$ cat config.mk
export PLATFORM = sky130hd
export DESIGN_NAME = remote_frame_checker_link_monitor
export DESIGN_NICKNAME = d
export VERILOG_FILES = /design/src/design/rfclm_pkg.sv /design/src/design/rfclm_parse.sv /design/src/design/rfclm_link.sv /design/src/design/remote_frame_checker_link_monitor.sv
export SDC_FILE = /design/constraint.sdc
export NUM_CORES = 1
export LEC_CHECK = 0
export BUFFER_PORTS_ARGS = -buffer_cell sky130_fd_sc_hd__buf_2
export CELL_PAD_IN_SITES_DETAIL_PLACEMENT = 0
export CELL_PAD_IN_SITES_GLOBAL_PLACEMENT = 1
export CORE_UTILIZATION = 50
export CTS_CLUSTER_SIZE = 8
export DETAILED_ROUTE_END_ITERATION = 8
export GPL_TIMING_DRIVEN = 0
export PLACE_DENSITY_LB_ADDON = 0.08
export SLEW_MARGIN = 25
export SYNTH_ARGS = -nofsm -noshare
export SYNTH_HDL_FRONTEND = slang
export SYNTH_SLANG_ARGS = --single-unit
$ cat constraint.sdc
create_clock -name clk -period 9.01 [get_ports clk]
set_input_delay 0.901 -clock clk [delete_from_list [all_inputs] [get_ports clk]]
set_output_delay 0.901 -clock clk [all_outputs]
set_load 0.005 [all_outputs]
$ cat src/design/rfclm_pkg.sv
// shared types and constants for the remote frame checker link monitor
// no dependencies
package rfclm_pkg;

  localparam int PacketBytesDef = 32;
  localparam int WordFirst      = 3;
  localparam int FlagFirst      = 11;
  localparam int SumBytes       = 13;
  localparam int CarriedLast    = 16;
  localparam int WordCount      = 4;
  localparam int FlagCount      = 2;
  localparam int SumW           = 12;
  localparam int CarriedW       = 32;
  localparam int CfgIndexW      = 8;
  localparam int CfgDataW       = 8;

  localparam logic [7:0] LimitReset = 8'd4;

  typedef enum logic [CfgIndexW-1:0] {
    REG_HEADER_FIRST  = 8'd0,
    REG_HEADER_SECOND = 8'd1,
    REG_HEADER_THIRD  = 8'd2,
    REG_FAILURE_LIMIT = 8'd3
  } cfg_reg_e;

  typedef struct packed {
    logic fire;
    logic good;
  } frame_evt_t;

  typedef struct packed {
    logic [WordCount-1:0][15:0] words;
    logic [FlagCount-1:0][7:0]  flags;
  } staged_t;

endpackage

$ cat src/design/rfclm_parse.sv
// per-byte frame tracker: position, header check, running and carried sums, staging
// depends on rfclm_pkg
module rfclm_parse #(
  parameter int PACKET_BYTES = rfclm_pkg::PacketBytesDef
) (
  input  logic                 clk,
  input  logic                 rst,
  input  logic                 take,
  input  logic                 command,
  input  logic [7:0]           data_byte,
  input  logic [7:0]           header_first,
  input  logic [7:0]           header_second,
  input  logic [7:0]           header_third,
  output rfclm_pkg::frame_evt_t evt,
  output rfclm_pkg::staged_t   staged
);
  import rfclm_pkg::*;

  localparam int PosW = $clog2(PACKET_BYTES);

  logic [PosW-1:0]     pos, pos_next;
  logic [SumW-1:0]     running_sum, running_sum_next;
  logic [CarriedW-1:0] carried_sum, carried_sum_next;
  logic                header_bad, header_bad_next;
  staged_t             staged_next;
  logic [PosW-1:0]     word_off;
  logic [PosW-1:0]     flag_off;
  logic [CarriedW-1:0] carried_shift;

  assign word_off      = pos - PosW'(WordFirst);
  assign flag_off      = pos - PosW'(FlagFirst);
  assign carried_shift = {carried_sum[CarriedW-9:0], data_byte};

  always_comb begin
    pos_next         = pos;
    running_sum_next = running_sum;
    carried_sum_next = carried_sum;
    header_bad_next  = header_bad;
    staged_next      = staged;
    evt              = '0;
    if (take) begin
      if (command) begin
        evt.fire         = 1'b1;
        evt.good         = 1'b0;
        pos_next         = '0;
        running_sum_next = '0;
        carried_sum_next = '0;
        header_bad_next  = 1'b0;
      end else begin
        priority if (pos == PosW'(0)) begin
          if (data_byte == 8'd0 || data_byte != header_first) header_bad_next = 1'b1;
        end else if (pos == PosW'(1)) begin
          if (data_byte != header_second) header_bad_next = 1'b1;
        end else if (pos == PosW'(2)) begin
          if (data_byte != header_third) header_bad_next = 1'b1;
        end else if (pos < PosW'(FlagFirst)) begin
          if (!word_off[0]) begin
            staged_next.words[word_off[2:1]][15:8] = data_byte;
          end else begin
            staged_next.words[word_off[2:1]][7:0] = data_byte;
          end
        end else if (pos < PosW'(SumBytes)) begin
          staged_next.flags[flag_off[0]] = data_byte;
        end else begin
        end

        if (pos < PosW'(SumBytes)) begin
          running_sum_next = running_sum + SumW'(data_byte);
        end else if (pos <= PosW'(CarriedLast)) begin
          carried_sum_next = carried_shift;
        end

        if (pos == PosW'(PACKET_BYTES - 1)) begin
          evt.fire         = 1'b1;
          evt.good         = !header_bad_next &&
                             (CarriedW'(running_sum_next) == carried_sum_next);
          pos_next         = '0;
          running_sum_next = '0;
          carried_sum_next = '0;
          header_bad_next  = 1'b0;
        end else begin
          pos_next = pos + PosW'(1);
        end
      end
    end
  end

  always_ff @(posedge clk) begin
    if (rst) begin
      pos         <= '0;
      running_sum <= '0;
      carried_sum <= '0;
      header_bad  <= 1'b0;
    end else begin
      pos         <= pos_next;
      running_sum <= running_sum_next;
      carried_sum <= carried_sum_next;
      header_bad  <= header_bad_next;
    end
  end

  always_ff @(posedge clk) begin
    staged <= staged_next;
  end

endmodule

$ cat src/design/rfclm_link.sv
// link monitor and result register: failure count, link state, held values
// depends on rfclm_pkg
module rfclm_link (
  input  logic                  clk,
  input  logic                  rst,
  input  rfclm_pkg::frame_evt_t evt,
  input  rfclm_pkg::staged_t    staged,
  input  logic [7:0]            failure_limit,
  input  logic                  out_ready,
  output logic                  out_valid,
  output logic                  frame_status,
  output logic                  link_connected,
  output rfclm_pkg::staged_t    held
);
  import rfclm_pkg::*;

  logic [7:0] failure_count, failure_count_next;
  logic [7:0] count_inc;
  logic       link_up_next;
  staged_t    held_next;
  logic       out_valid_next;

  assign count_inc = failure_count + 8'd1;

  always_comb begin
    failure_count_next = failure_count;
    link_up_next       = link_connected;
    held_next          = held;
    out_valid_next     = out_valid && !out_ready;
    if (evt.fire) begin
      out_valid_next = 1'b1;
      if (evt.good) begin
        held_next          = staged;
        link_up_next       = 1'b1;
        failure_count_next = '0;
      end else if (count_inc == failure_limit) begin
        link_up_next       = 1'b0;
        failure_count_next = '0;
      end else begin
        failure_count_next = count_inc;
      end
    end
  end

  always_ff @(posedge clk) begin
    if (rst) begin
      failure_count  <= '0;
      link_connected <= 1'b0;
      held           <= '0;
      out_valid      <= 1'b0;
      frame_status   <= 1'b0;
    end else begin
      failure_count  <= failure_count_next;
      link_connected <= link_up_next;
      held           <= held_next;
      out_valid      <= out_valid_next;
      if (evt.fire) frame_status <= !evt.good;
    end
  end

endmodule

$ cat src/design/remote_frame_checker_link_monitor.sv
// top level of the remote frame checker link monitor: config registers and handshake
// depends on rfclm_pkg, rfclm_parse, rfclm_link
//
//  channel  | handshake            | payload
//  ---------+----------------------+------------------------------------------------
//  input    | in_valid / in_ready  | command, data_byte
//  result   | out_valid/ out_ready | frame_status, link_connected, throttle, yaw,
//           |                      | pitch, roll, shutdown_flag, hold_altitude
//  config   | cfg_we               | cfg_index, cfg_data
//
// one word per cycle while in_ready is high; a result shows in the cycle after the word
// that ends a frame or after a no-packet word, set by the single result register
// in_ready drops only while a result waits and out_ready is low
// synchronous reset clears position, sums, held values, failure count and link state
module remote_frame_checker_link_monitor #(
  parameter int PACKET_BYTES = rfclm_pkg::PacketBytesDef
) (
  input  logic                           clk,
  input  logic                           rst,
  input  logic                           in_valid,
  output logic                           in_ready,
  input  logic                           command,
  input  logic [7:0]                     data_byte,
  output logic                           out_valid,
  input  logic                           out_ready,
  output logic                           frame_status,
  output logic                           link_connected,
  output logic [15:0]                    throttle,
  output logic [15:0]                    yaw,
  output logic [15:0]                    pitch,
  output logic [15:0]                    roll,
  output logic [7:0]                     shutdown_flag,
  output logic [7:0]                     hold_altitude,
  input  logic                           cfg_we,
  input  logic [rfclm_pkg::CfgIndexW-1:0] cfg_index,
  input  logic [rfclm_pkg::CfgDataW-1:0]  cfg_data
);
  import rfclm_pkg::*;

  logic [7:0] header_first, header_second, header_third, failure_limit;
  logic       take;
  frame_evt_t evt;
  staged_t    staged;
  staged_t    held;

  assign in_ready = !out_valid || out_ready;
  assign take     = in_valid && in_ready;

  always_ff @(posedge clk) begin
    if (rst) begin
      header_first  <= '0;
      header_second <= '0;
      header_third  <= '0;
      failure_limit <= LimitReset;
    end else if (cfg_we) begin
      unique case (cfg_index)
        REG_HEADER_FIRST:  header_first  <= cfg_data;
        REG_HEADER_SECOND: header_second <= cfg_data;
        REG_HEADER_THIRD:  header_third  <= cfg_data;
        REG_FAILURE_LIMIT: failure_limit <= cfg_data;
        default: begin
        end
      endcase
    end
  end

  rfclm_parse #(
    .PACKET_BYTES(PACKET_BYTES)
  ) u_parse (
    .clk          (clk),
    .rst          (rst),
    .take         (take),
    .command      (command),
    .data_byte    (data_byte),
    .header_first (header_first),
    .header_second(header_second),
    .header_third (header_third),
    .evt          (evt),
    .staged       (staged)
  );

  rfclm_link u_link (
    .clk           (clk),
    .rst           (rst),
    .evt           (evt),
    .staged        (staged),
    .failure_limit (failure_limit),
    .out_ready     (out_ready),
    .out_valid     (out_valid),
    .frame_status  (frame_status),
    .link_connected(link_connected),
    .held          (held)
  );

  assign throttle      = held.words[0];
  assign yaw           = held.words[1];
  assign pitch         = held.words[2];
  assign roll          = held.words[3];
  assign shutdown_flag = held.flags[0];
  assign hold_altitude = held.flags[1];

  // a good frame always leaves the link connected
  a_good_means_connected: assert property (@(posedge clk) disable iff (rst)
    out_valid && !frame_status |-> link_connected)
    else $error("good frame reported with link down");

  // a new result only follows an accepted word
  a_result_from_word: assert property (@(posedge clk) disable iff (rst)
    evt.fire |-> take)
    else $error("frame event without accepted word");

  // a no-packet word always yields a failed result
  a_nopacket_fails: assert property (@(posedge clk) disable iff (rst)
    take && command |=> out_valid && frame_status)
    else $error("no-packet word did not report failure");

  // held values change only with a good frame
  a_held_only_on_good: assert property (@(posedge clk) disable iff (rst)
    !(evt.fire && evt.good) |=> $stable(held))
    else $error("held values changed without good frame");

endmodule
# Word-level counts from Yosys, hierarchy flattened
# Cells that the tools add are included.
# classes
addsub	5
n_lt_le_gt_ge	7
eq_ne	11
mux	41
bitwise_logic	5
reduce_logical	23
# op_table
cell	n
$mux 32	6
$bwmux 64	2
$demux 16 s2	2
$mux 64	1
$mux 12	5
$eq 12x32->1	1
$mux 8	4
$ne 8x8->1	3
$bwmux 16	1
$eq 8x2->1 const B	2
$logic_not 8->1	2
$mux 16	1
$mux 1	13
$add 12x8->12	1
$reduce_and 2->1	6
$lt 5x4->1 const B	2
$mux 5	2
$add 8x1->8 const B	1
$demux 8 s1	1
$eq 8x1->1 const B	1
$eq 8x8->1	1
$reduce_and 7->1	1
$mux 2	3
$reduce_and 6->1	1
other kinds (17)	29
# totals
register_bits	253
input_bits	30
out_inout_bits	84
elab_cells	116

# Longest topological paths before layout
# Gate-level depths: netlist of the first run.
# depth
word_depth	14
depth_mapped	16
mapped_depth_nobuf	12

# By module
# A second synthesis of the first run with hierarchy kept.
# hier_totals
hier_cells	1118
area_unflattened_um2	10777.8
# modules_own_cells
mod	instances	cells_per_inst	area_per_inst_um2	seq_area_each_um2
rfclm_parse	1	556	5949.5	3403.3
rfclm_link	1	442	3484.6	1821.7
remote_frame_checker_link_monitor	1	120	1343.8	640.6

# Worst setup path before layout of the first run
# No wires, ideal clock.
# synth_path
path_type	input-to-reg
startpoint	input port data_byte[1]
endpoint	register, netlist name u_link.held[71]
setup_ns	0.128
arrival_ns	3.678
t_required_ns	8.882
path_slack_ns	5.204
stages	15
path_buffers	4
path_cell_list	clkbuf_1 > clkinv_1 > fa_1 > nor2b_1 > o311a_1 > o31a_1 > o21ai_0 > a21oi_1 > xnor2_1 > nor4_2 > buf_4 > buf_8 > buf_8 > mux2i_1 > nor2_1
# synth_between
elab_chain_cells	13
elab_cells_between_ends	28
cone_classes	add/sub: 1; eq/ne: 4; mux: 18; reduce/logical: 5
# synth_lines
item	line	text
start: declaration	remote_frame_checker_link_monitor.sv:23	input logic [7:0] data_byte,
branches (longest 8 deep; another with $add 12x8->12)	-	
$logic_and 1x1->1 (*)	rfclm_parse.sv:75	evt.good = !header_bad_next &&
$mux 2 (*)	rfclm_parse.sv:73	if (pos == PosW'(PACKET_BYTES - 1)) begin
$mux 2 (*)	rfclm_parse.sv:42	if (command) begin
$mux 2 (*)	rfclm_parse.sv:41	if (take) begin
$reduce_and 2->1 (no line) (*)	-	
# Mark *: on every way between the ends. The select of a mux whose other input is x is not followed.
# A chain may end at the register's enable or synchronous reset.

# Worst setup path in the final report of the first run
# layout_path
startpoint	input port data_byte[1]
endpoint	register, netlist name u_link.held[77]
# layout_between
elab_chain_cells	13
elab_cells_between_ends	28
cone_classes	add/sub: 1; eq/ne: 4; mux: 18; reduce/logical: 5
# layout_lines
item	line
branches (longest 8 deep; another with $add 12x8->12)	-
$logic_and 1x1->1 (*)	rfclm_parse.sv:75
$mux 2 (*)	rfclm_parse.sv:73
$mux 2 (*)	rfclm_parse.sv:42
$mux 2 (*)	rfclm_parse.sv:41
$reduce_and 2->1 (no line) (*)	-
# Marked as above.

==> results of run 1 <==
==> placed cells by master (no fill, tap or decap), types with 4 or more instances in the layout <==
cell type,n
nor3_1,18
inv_1,12
clkbuf_16,38
clkbuf_1,69
mux2i_1,125
a211o_1,6
buf_2,119
o21ai_0,15
buf_1,4
and2_1,58
nand2b_1,6
or4_1,7
a21oi_1,27
nor4_1,11
nand3b_1,11
a21o_1,4
and3_1,5
nand3_1,7
nand2_1,29
xnor2_1,36
nand4_1,14
ha_1,14
a22oi_1,41
nor2_1,194
or3_1,4
xor2_1,18
dfxtp_1,173
edfxtp_1,80
buf_4,7
==> registers in the layout (all words and copies together), names as in the netlist <==
register and cells:
u_parse.header_bad 1, u_link.out_valid 1, u_parse.running_sum 12, u_link.link_connected 1, header_first 8, u_parse.carried_sum 32, u_link.failure_count 8, header_third 8
u_parse.staged 80, header_second 8, u_link.frame_status 1, failure_limit 8, u_parse.pos 5, u_link.held 80
==> cell families (layout without fill, tap and decap cells) <==
logic type,Yosys count,after routing,synth area share (%)
AO/OA/AOI/OAI,119,119,7.71
other,0,2,0
XOR/XNOR,54,54,4.34
adder cells (fa/ha/maj),15,15,1.79
AND/OR/NAND/NOR,384,384,17.2
buffers and inverters,82,257,3.48
multiplexers,126,126,11.6
flip-flops,253,253,53.9
==> routing by layer <==
metal / wire, microns / vias to the layer above / track usage (%)
li1: - / 3953 / -
met1: 13000 / 3795 / 34.1
met2: 12200 / 197 / 39.8
met3: 1280 / 41 / 3.17
met4: 442 / 0 / 6.43
met5: 0 / - / 0
==> metrics by stage <==
stage | worst slack (ns) | hold WS, ns | util [%] | power [uW]
floorplan | 5.20 | 0.444 | - | 1290
global route | 4.30 | 0.494 | 60.8 | 2680
CTS | 4.57 | 0.474 | 60.8 | 2620
finish | 4.58 | 0.471 | 60.8 | 2600
detailed placement | 4.03 | 0.465 | 55.7 | 1350
global placement | 4.06 | 0.454 | 55.6 | 1350
==> worst register-to-register path, delay by kind of cell, from the launching register on <==
family	cells	cell delay (ns)
AO/OA/AOI/OAI	3	0.72
flip-flops	1	0.36
buffers and inverters	5	0.99
multiplexers	3	1.08
AND/OR/NAND/NOR	3	0.49
adder cells (fa/ha/maj)	1	0.31
==> power by group <==
group / switching (uW) / total [uW] / internal [uW]
clock: 488 / 1280 / 787
sequential: 4.74 / 1190 / 1180
combinational: 94.2 / 139 / 44.6
==> area by class of cell <==
| cell class | instances | area [sq um] |
|---|---|---|
| diodes | 2 | 5.00 |
| plain buffers | 68 | 327 |
| clock buffers | 59 | 1040 |
| clock inverters | 2 | 36.3 |
| fillers | 1872 | 8320 |
| inverters | 14 | 52.6 |
| multi-input cells | 698 | 4660 |
| flip-flops and latches | 253 | 5870 |
| well taps | 275 | 344 |
| repair buffers | 114 | 571 |
==> path summary, 6_finish.rpt <==
path / start / slack, ns / end
worst max-delay path: data_byte[1] / 4.58 / u_link.held[77]
worst min register to register: u_parse.staged[76] / 0.47 / u_link.held[76]
worst min-delay path: u_parse.staged[76] / 0.47 / u_link.held[76]
worst max register to register: u_parse.pos[0] / 4.93 / u_link.held[77]
==> results.toml, run 1 <==
[status]
run_status = "completed"

[synthesis]
synth_top_area_share_pct = 31.8
yosys-top-cells-count = "194 x nor2_1, 173 x dfxtp_1, 125 x mux2i_1"
synth_async_sr_flop_share_pct = 0
synth.yosys.warnings = 0
post_synth_edffs = 80
ys_ff_latch = 253
synth_top_cells_by_area = "dfxtp_1 32%, edfxtp_1 22%, mux2i_1 11%"
synth.yosys.seq_area_share_pct = 53.9
ys.flop_type = "dfxtp_1"
netlist_instances = 1033
syn_nets = 1078
netlist_area_sq_um = 10900
synthDistinctLibCells = 66
synth_area_leader_cell = "dfxtp_1"
synthMostInstantiatedCell = "nor2_1"
postSynthAreaPerCell_sq_um = 10.5

[finish]
layout.nets = 1231
layout-area-overhead-vs-synth_pct = 18.5
post_layout_nonfiller_instances = 1485
post-route-cell-area_sq_um = 12900
layout-drive-gt1-share_pct = 15.3

[global_routing]
grt_start_max_net_pins = 12
antenna_violations_before_repair = 0
grt.total_usage_pct = 24.4
vias_in_the_first_global_route = 7472
grt-ovfl-total = 0
grt_first_pass_wirelength_microns = 41600

[setup_path]
critical_path.endpoint_type = "register"
crit_fanout = 10
worst_path_max_delay_cell = "fa_1"
path_buf_inv = 6
timing.critical_path.max_delay_family = "buffers and inverters"
critical_path_arrival_ns = 4.80
rr_worst_depth = 15
setup.worst_path.class = "in2reg"
critical_path_most_common_cell = "buf_8"
cp.depth = 16
crit_required_ns = 9.38
cp_slowest_stage_delay_ns = 0.58
crit_path_start_kind = "primary input"
path_cells = "buf_2 -> clkbuf_1 -> clkinv_1 -> fa_1 -> nor2b_1 -> o311a_1 -> o31a_1 -> o21ai_0 -> a21oi_1 -> xnor2_1 -> nor4_2 -> buf_4 -> buf_8 -> buf_8 -> mux2i_1 -> nor2_1"

[place]
portBuffers = 112
placement.cell_area_sq_um = 11800
place.detailed.hpwl_microns = 18600
finalWeightedCongestion = 0.855
post-place-cells = 1422

[die]
coreArea_sq_um = 21200
die_y_microns = 150
row_count = 53
dieWidth_microns = 150
floorplan.die_area_sq_um = 22400
initial_core_util_pct = 51.3
io-pin-count = 114

[sta]
skew_ns = 0.0163
timing.final.setup_violations = 0
tns_ns = 0
setup_repair_after_global_routing_missed_its_margin = "false"
final_min_period_over_clock_period_pct = 49.1
final_period_minus_worst_setup_slack_ns = 4.43
max_freq_ghz = 0.226
finalHoldViolCount = 0
tightestPinTransition_ns = 0.915
slew_headroom_pct = 39.0
report.final.slew_viol_count = 0

[cts]
cts.path.max_buffers = 3
post_cts.resized_instances = 0
ctsHtreeMaxLevel = 2
tritoncts.num_buffers = 37
post-cts-setup-buffer-count = 0
cts-hold-fix-buffers = 0
cts_tree = "done"
cts_sinks = 253
clk_root_buffer_cell = "clkbuf_16"
cts_clk_pin_slew_worst_paths_ns = 0.05
clock_insertion_delay_worst_skew_ns = 0.51

[route]
detailedRoute.firstPassIterationCount = 4
drt_drc_violations_left = 0
routed-via-count = 7986
route.detailed.vias_per_inst = 5.38
final_antenna_net_count = 0
detail_route.wl_per_cell_microns = 18.1
detailedRoute.firstIterationViolations = 427
final_wl_microns = 26900

[pwr]
power_density_nw_per_um2 = 202
leakage_power_of_the_design_uw = 0.00518
ir_worst_vdd_mv = 0.149

[min_path]
min_path_type = "reg2reg"
worstHoldPathCells = 2

[flow_run]
max-cap-violations = 0
(Power assumes the default switching activity.)
==> run 2: changes to the inputs <==
--- a/config.mk
+++ b/config.mk
@@ -8,7 +8,7 @@
 export BUFFER_PORTS_ARGS = -buffer_cell sky130_fd_sc_hd__buf_2
 export CELL_PAD_IN_SITES_DETAIL_PLACEMENT = 0
 export CELL_PAD_IN_SITES_GLOBAL_PLACEMENT = 1
-export CORE_UTILIZATION = 50
+export CORE_UTILIZATION = 46
 export CTS_CLUSTER_SIZE = 8
 export DETAILED_ROUTE_END_ITERATION = 8
 export GPL_TIMING_DRIVEN = 0
==> constraint.sdc (replaced) <==
create_clock -name clk -period 4.51 [get_ports clk]
set_input_delay 0.451 -clock clk [delete_from_list [all_inputs] [get_ports clk]]
set_output_delay 0.451 -clock clk [all_outputs]
set_load 0.005 [all_outputs]
==> results.toml, run 2 (same netlist as run 1, synthesis figures left out) <==
[status]
run_status = "completed"

[setup_path]
crit_fanout = 11
crit_path_start_kind = "register"
critical_path_arrival_ns = 4.46
rr_worst_depth = 15
regToRegEndpoint = "u_link.held[75]"
crit_required_ns = 4.88
worst_path_max_delay_cell = "mux2i_1"
path_buf_inv = 5
setup.worst_path.class = "reg2reg"
path_cells = "buf_2 -> inv_2 -> ha_1 -> nand4bb_1 -> a21boi_4 -> mux2i_1 -> mux2_2 -> a211oi_2 -> o221ai_1 -> nor4_2 -> buf_4 -> buf_8 -> buf_8 -> mux2i_1 -> nor2_1"
critical_path.reg2reg.startpoint = "u_parse.pos[0]"
critical_path.endpoint_type = "register"
timing.critical_path.max_delay_family = "multiplexers"
cp_slowest_stage_delay_ns = 0.47
timing.reg2reg.setup_slack_ns = 0.43

[global_routing]
grt-ovfl-total = 0
antenna_violations_before_repair = 0
grt_start_max_net_pins = 12
grt.total_usage_pct = 23.2
grt_first_pass_wirelength_microns = 43200
vias_in_the_first_global_route = 7626

[sta]
final_min_period_over_clock_period_pct = 90.6
tightestPinTransition_ns = 0.891
timing.final.setup_violations = 0
final_period_minus_worst_setup_slack_ns = 4.08
slew_headroom_pct = 40.6
finalHoldViolCount = 0
max_freq_ghz = 0.245
setup_repair_after_global_routing_missed_its_margin = "false"
skew_ns = 0.00870
report.final.slew_viol_count = 0

[route]
detail_route.wl_per_cell_microns = 18.2
final_antenna_net_count = 0
drt_drc_violations_left = 0
detailedRoute.firstPassIterationCount = 5
detailedRoute.firstIterationViolations = 477
route.detailed.vias_per_inst = 5.26
routed-via-count = 8012
final_wl_microns = 27700

[cts]
cts_clk_pin_slew_worst_paths_ns = 0.05
ctsHtreeMaxLevel = 2
tritoncts.num_buffers = 37
cts_sinks = 253
clk_root_buffer_cell = "clkbuf_16"
cts-hold-fix-buffers = 0
post-cts-setup-buffer-count = 0
post_cts.resized_instances = 0
cts_tree = "done"
clock_insertion_delay_worst_skew_ns = 0.51
cts.path.max_buffers = 3

[finish]
layout_common_cells = "194 x nor2_1, 173 x dfxtp_1, 125 x mux2i_1"
layout-drive-gt1-share_pct = 15.3
layout.filler_cells = 2084
layout.nets = 1231
layout-area-overhead-vs-synth_pct = 18.9
post-route-cell-area_sq_um = 12900
top_regs = "u_link.held: 80 flops, u_parse.staged: 80 flops, u_parse.carried_sum: 32 flops"
seqCellArea_sq_um = 5870
mostFrequentLayoutCell = "nor2_1"
multiInputGateArea_sq_um = 4660

[die]
floorplan.die_area_sq_um = 24300
initial_core_util_pct = 47.5
io-pin-count = 114
row_count = 55
coreArea_sq_um = 22900
die_y_microns = 156
dieWidth_microns = 156

[place]
portBuffers = 112
finalWeightedCongestion = 0.819
placement.cell_area_sq_um = 11900
place.detailed.hpwl_microns = 19100

[pwr]
power_density_nw_per_um2 = 401
total_power_uw = 5190
ir_worst_vdd_mv = 0.256
leakage_power_of_the_design_uw = 0.00518

[min_path]
worstHoldPathCells = 3
worstHoldStart = "cfg_data[2]"
min_path_type = "in2reg"
end_point_of_the_worst_hold_path = "header_first[2]"

[flow_run]
max-cap-violations = 0
[run 2: changes by cell type in the layout (fill, tap and decap cells not counted), sizes merged]
| cell | previous run | this run |
|---|---|---|
| diode | 2 | 1 |
[run 2: area by class of cell]
cell class / instances / share of cell area (%)
inverter: 14 / 0.406
clock inverter: 2 / 0.280
clock buffer: 59 / 8.03
sequential: 253 / 45.3
timing repair buffer: 114 / 4.41
buffer: 68 / 2.52
antenna: 1 / 0.0193
multi-input combinational: 698 / 36.0
tap: 313 / 3.02
[run 2: worst max path at each step]
stage,slack [ns],cells past startpoint,start,to
after floorplan,1.15,15,data_byte[1],u_link.held[71]
after global placement,-0.08,16,data_byte[1],u_link.held[75]
after detailed placement,-0.15,16,data_byte[1],u_link.held[75]
after CTS,0.37,16,data_byte[1],u_link.held[75]
after global routing,0.17,16,data_byte[1],u_link.held[74]
final,0.43,15,u_parse.pos[0],u_link.held[75]
[run 2: where the power goes]
part           switching [uW]  internal, uW
sequential               9.33          2360
clock                     972          1570
combinational             189          89.1
total                    1170          4020
[run 2: worst min-delay path: stages]
cell	delay, ns
buf_2	0.10
mux2i_1	0.06
nor2_1	0.08
[run 2: stage by stage]
step                setup WS, ns  hold slack [ns]  setup TNS [ns]  util [%]  instances
detailed placement        -0.145            0.469           -4.40      51.8       1460
CTS                        0.371            0.204               0      56.5       1521
global placement         -0.0789            0.458          -0.951      51.7       1458
finish                     0.426            0.222               0      56.5       1522
global route               0.169            0.210               0      56.5       1521
floorplan                   1.15            0.444               0         -       1033
[run 2: layer usage]
metal | vias to the layer above | wire length, microns | track usage [%] | part of all wire, %
li1 | 3942 | - | - | -
met1 | 3836 | 13500 | 33.2 | 49
met2 | 193 | 12400 | 36.0 | 45
met3 | 41 | 1220 | 3.22 | 4.4
met4 | 0 | 603 | 7.56 | 2.2
met5 | - | 0 | 0 | 0
